**config.mk**
```make
export PLATFORM = sky130hd
export DESIGN_NAME = exr_cordic
export DESIGN_NICKNAME = d
export VERILOG_FILES = /design/src/euler_xyz_to_rotation_matrix_top_macros.svh /design/src/exr_pkg.sv /design/src/exr_cordic.sv
export SDC_FILE = /design/constraint.sdc
export NUM_CORES = 2
export LEC_CHECK = 0
export BUFFER_PORTS_ARGS = -buffer_cell sky130_fd_sc_hd__buf_2
export CORE_MARGIN = 2
export CORE_UTILIZATION = 65
export CTS_CLUSTER_DIAMETER = 80
export DETAILED_ROUTE_END_ITERATION = 7
export GPL_TIMING_DRIVEN = 1
export PLACE_DENSITY = 0.86
export SYNTH_ARGS = -nofsm -noshare
export SYNTH_HDL_FRONTEND = slang
export SYNTH_SLANG_ARGS = --single-unit
```
**constraint.sdc**
```tcl
create_clock -name clk -period 7.9 [get_ports clk]
set_input_delay 1.58 -clock clk [delete_from_list [all_inputs] [get_ports clk]]
set_output_delay 1.58 -clock clk [all_outputs]
set_load 0.03 [all_outputs]
```
**src/euler_xyz_to_rotation_matrix_top_macros.svh**
```systemverilog
// Assertion macros for the Euler XYZ rotation matrix block.
// Used by the top level only; holds no logic of its own.
`ifndef EULER_XYZ_TO_ROTATION_MATRIX_TOP_MACROS_SVH
`define EULER_XYZ_TO_ROTATION_MATRIX_TOP_MACROS_SVH
// Implication checked on every clock edge outside reset.
`define EXR_ASSERT_IMP(label, clk, rst, lhs, rhs) \
  label: assert property (@(posedge clk) disable iff (rst) (lhs) |-> (rhs)) \
    else $error("assertion failed");
// Implication with the consequent checked in the next cycle.
`define EXR_ASSERT_NEXT(label, clk, rst, lhs, rhs) \
  label: assert property (@(posedge clk) disable iff (rst) (lhs) |=> (rhs)) \
    else $error("assertion failed");
`endif

```
**src/exr_pkg.sv**
```systemverilog
// Package for the Euler XYZ rotation matrix block.
// Holds widths, stage count, CORDIC constants, arctangent table, math helpers.
package exr_pkg;
  localparam int CORDIC_STAGES = 16;
  localparam int ANGLE_W = 16;
  localparam int OUT_W = 16;
  localparam int CW = 34;
  localparam int PW = 2 * CW;
  localparam int MUL_DEPTH = 3;
  localparam int LAT = CORDIC_STAGES + 1 + MUL_DEPTH;
  localparam logic signed [CW-1:0] CORDIC_GAIN = 34'sd652032874;

  function automatic logic signed [CW-1:0] atan_phase(input logic [4:0] i);
    logic signed [CW-1:0] r;
    case (i)
      5'd0: r = 34'sd536870912;  5'd1: r = 34'sd316933406;
      5'd2: r = 34'sd167458907;  5'd3: r = 34'sd85004756;
      5'd4: r = 34'sd42667331;   5'd5: r = 34'sd21354465;
      5'd6: r = 34'sd10679838;   5'd7: r = 34'sd5340245;
      5'd8: r = 34'sd2670163;    5'd9: r = 34'sd1335087;
      5'd10: r = 34'sd667544;    5'd11: r = 34'sd333772;
      5'd12: r = 34'sd166886;    5'd13: r = 34'sd83443;
      5'd14: r = 34'sd41722;     5'd15: r = 34'sd20861;
      5'd16: r = 34'sd10430;     5'd17: r = 34'sd5215;
      5'd18: r = 34'sd2608;      5'd19: r = 34'sd1304;
      5'd20: r = 34'sd652;       5'd21: r = 34'sd326;
      5'd22: r = 34'sd163;       5'd23: r = 34'sd81;
      default: r = '0;
    endcase
    return r;
  endfunction

  // Q4.30 product rounded half up.
  function automatic logic signed [CW-1:0] mul30(input logic signed [CW-1:0] a,
                                                 input logic signed [CW-1:0] b);
    logic signed [PW-1:0] p;
    p = PW'(a) * PW'(b) + (PW'(1) <<< 29);
    return CW'(p >>> 30);
  endfunction

  // Q6.30 sum to saturated Q1.15.
  function automatic logic signed [OUT_W-1:0] to_q15(input logic signed [CW+1:0] v);
    logic signed [CW+1:0] r;
    r = (v + (CW+2)'(16384)) >>> 15;
    if (r > 32767) return 16'sd32767;
    if (r < -32768) return -16'sd32768;
    return OUT_W'(r);
  endfunction
endpackage

```
**src/exr_cordic.sv**
```systemverilog
// Pipelined rotation-mode CORDIC lane giving sine and cosine of one angle.
// Depends on exr_pkg; one stage per iteration, enabled by the pipeline advance.
module exr_cordic (
  input  logic clk,
  input  logic en,
  input  logic signed [exr_pkg::ANGLE_W-1:0] angle,
  output logic signed [exr_pkg::CW-1:0] sin_o,
  output logic signed [exr_pkg::CW-1:0] cos_o
);
  import exr_pkg::*;
  // Element k holds the output of stage k.
  logic signed [CW-1:0] x [CORDIC_STAGES];
  logic signed [CW-1:0] y [CORDIC_STAGES];
  logic signed [CW-1:0] z [CORDIC_STAGES];
  logic flip [CORDIC_STAGES];
  logic [31:0] ph;
  logic fl;
  logic signed [CW-1:0] z0;

  always_comb begin
    ph = {angle, 16'h0000};
    fl = (ph[31:30] == 2'b01) || (ph[31:30] == 2'b10);
    if (fl) ph = ph - 32'h8000_0000;
    z0 = CW'($signed(ph));
  end

  for (genvar i = 0; i < CORDIC_STAGES; i++) begin : g_st
    logic signed [CW-1:0] xa, ya, za;
    logic fa;
    if (i == 0) begin : g_in
      assign xa = CORDIC_GAIN;
      assign ya = '0;
      assign za = z0;
      assign fa = fl;
    end else begin : g_mid
      assign xa = x[i-1];
      assign ya = y[i-1];
      assign za = z[i-1];
      assign fa = flip[i-1];
    end

    always_ff @(posedge clk) begin
      if (en) begin
        if (!za[CW-1]) begin
          x[i] <= xa - (ya >>> i);
          y[i] <= ya + (xa >>> i);
          z[i] <= za - atan_phase(5'(i));
        end else begin
          x[i] <= xa + (ya >>> i);
          y[i] <= ya - (xa >>> i);
          z[i] <= za + atan_phase(5'(i));
        end
        flip[i] <= fa;
      end
    end
  end

  always_ff @(posedge clk) begin
    if (en) begin
      sin_o <= flip[CORDIC_STAGES-1] ? -y[CORDIC_STAGES-1] : y[CORDIC_STAGES-1];
      cos_o <= flip[CORDIC_STAGES-1] ? -x[CORDIC_STAGES-1] : x[CORDIC_STAGES-1];
    end
  end
endmodule

```
==> results_dict.tcl <==
set metrics [dict create \
    synth_common_cells "edfxtp_1 (1512), ha_1 (1375), xnor2_1 (1277)" \
    cts_tree "yes" \
    path_class "in2reg" \
    maxCapViolations 0 \
    tightestPinTransition_ns 1.36 \
    routed_wl_um 323000 \
    start_util 0.652 \
    ys_ff_latch 1512 \
    routed_via_density 6.43 \
    synth_edf_count 1512 \
    syn-cell-area_um2 124000 \
    use_met2 0.569 \
    maxSlewViolCount 0 \
    io_buffer_count 85 \
    grt_first_pass_wirelength_um 510000 \
    layoutNonFillerInstCount 15500 \
    yosys.area.top_type_share 0.367 \
    path_clk_slew_ns 0.06 \
    critPathCaptureType "flop" \
    finalNetCount 14300 \
    setup_slack_ns 1.82 \
    setup_violations 0 \
    yosys.area.top_type "edfxtp_1" \
    synth_cell_types 84 \
    die_w_um 440 \
    antenna_found_initial 6 \
    worst_ep_arrival_time_ns 6.63 \
    dr_total_vias 99400 \
    finClkSkew_ns 0.0240 \
    rsz0062_at_grt "false" \
    fin_setup_tns_ns 0 \
    drive_gt1_frac 0.0463 \
    ys.flop_type "edfxtp_1" \
    clk-insertion-delay-late_ns 0.84 \
    root_buffer "clkbuf_16" \
    grt_use_total 0.325 \
    drt_iter0_drc 8871 \
    grt_max_degree 168 \
    async_flop_share 0 \
    syn_to_final_growth_pct 7.57 \
    synthTopCellsByArea "edfxtp_1 (37%), ha_1 (14%), xnor2_1 (9.0%)" \
    dieArea_um2 194000 \
    cts_made_buffers 169 \
    num_io_pins 86 \
    grt.met1_usage 0.411 \
    place_congestion 0.972 \
    antenna_left 0 \
    cp_max_fo 67 \
    yosysMostFrequentCell "edfxtp_1" \
    hpwl_um 250000 \
    synthCells 12700 \
    outcome "complete, no violations" \
    num_rows 160 \
    wl_per_cell_um 20.8 \
    gr-max-usage-layer "met2" \
    syn_nets 14100 \
    drcViolationCount 0 \
    cts.sinks 1512 \
    cts_max_level 4 \
    yosysSeqAreaShare 0.367 \
    dr.pass1.iters 8 \
    finalCriticalPeriod_ns 6.08 \
    grt_pass1_vias 96200 \
    core_region_area_um2 190000 \
    grt.met3_usage 0.0419 \
    postCtsHoldBufs 0 \
    final_hold_viol_count 0 \
    cts_resized 0 \
    fin_crit_sh 0.770 \
    cts_max_path_buffers 3 \
    yosys_warnings 0 \
    max_freq_ghz 0.164 \
    antenna_cells 0 \
    die_y_um 440 \
    startpoint_type "input pin" \
    maxSlewHeadroom 0.0793 \
    min_path_type "reg2reg" \
    crit_required_ns 8.44 \
    pre_cts_slack_ns 1.14 \
    placedCellCount 15200 \
    grt_overflow 0 \
    syn_avg_cell_area_um2 9.75 \
    post_cts_buffers 0 \
]
path summary, 6_finish.rpt:
kind,startpoint,end,slack (ns),depth (start not counted)
setup / recovery,en,y[0][133]$_DFFE_PP_,1.82,15
hold / removal,flip[0][7]$_DFFE_PP_,flip[1][0]$_DFFE_PP_,0.42,0
setup reg to reg,x[0][71]$_DFFE_PP_,y[0][133]$_DFFE_PP_,2.06,15
hold reg to reg,flip[0][7]$_DFFE_PP_,flip[1][0]$_DFFE_PP_,0.42,0
cell usage in the layout, fill, tap and decap left out, drive strengths merged, types with 56 or more instances in the layout:
master  instances
nand2         692
inv           516
xor2          633
nor3          286
ha           1375
nor4           85
buf           163
and3          107
nor2          956
o21a          188
or2            56
a31oi         132
nand2b        201
o21bai        171
a211oi        116
o31ai         141
nand3         227
nor2b         198
xnor2        1277
or4            59
edfxtp       1512
or3            99
o41ai          58
o21ai         727
clkbuf        193
a21oi        1277
a21o          603
nand4          81
clkinv         71
cells by family (layout without fill, tap and decap cells):
group,after synthesis,count (layout),synth area share
buffers and inverters,697,983,0.0212
adder cells (fa/ha/maj),1419,1419,0.146
AO/OA/AOI/OAI,3830,3830,0.195
XOR/XNOR,1910,1910,0.135
AND/OR/NAND/NOR,3215,3215,0.127
multiplexers,94,94,0.00803
flip-flops,1512,1512,0.367
registers in the layout, indices dropped and copies added, names as in the netlist:
name and count:
sin_o 34, flip 16, y 511, x 484, z 433, cos_o 34
through the flow:
stage | cell area (µm²) | util | hold slack [ns]
finish | 133000 | 0.701 | 0.418
global route | 133000 | 0.701 | 0.426
global placement | 127000 | 0.671 | 0.401
floorplan | 124000 | - | 0.400
detailed placement | 127000 | 0.671 | 0.407
CTS | 133000 | 0.701 | 0.419
per-layer routing:
layer	vias up	routed length, µm
met5	-	28
met1	47500	133000
met4	4	11800
met2	3667	158000
li1	47500	-
met3	718	20000
final cells by class:
| type | instances | area, µm² |
|---|---|---|
| Clock buffer | 193 | 4360 |
| Fill cell | 13900 | 56600 |
| Multi-Input combinational cell | 10500 | 75600 |
| Timing Repair Buffer | 163 | 1060 |
| Tap cell | 2511 | 3140 |
| Inverter | 511 | 1920 |
| Clock inverter | 116 | 1470 |
| Sequential cell | 1512 | 45400 |
critical path: stages:
cell and delay, ns:
buf_12 0.16, nand2_1 0.19, buf_4 0.49, mux2i_1 0.33, ha_1 0.27, nor2b_1 0.15, o31a_1 0.28, a2111oi_0 0.63
nor3_1 0.18, o21ai_0 0.38, nand4b_1 0.17, a221oi_1 0.59, a21oi_1 0.21, a221oi_1 0.63, o311ai_0 0.22
Power is not shown: default switching activity piles up to over one toggle a cycle in this logic, so the estimate is an artifact.
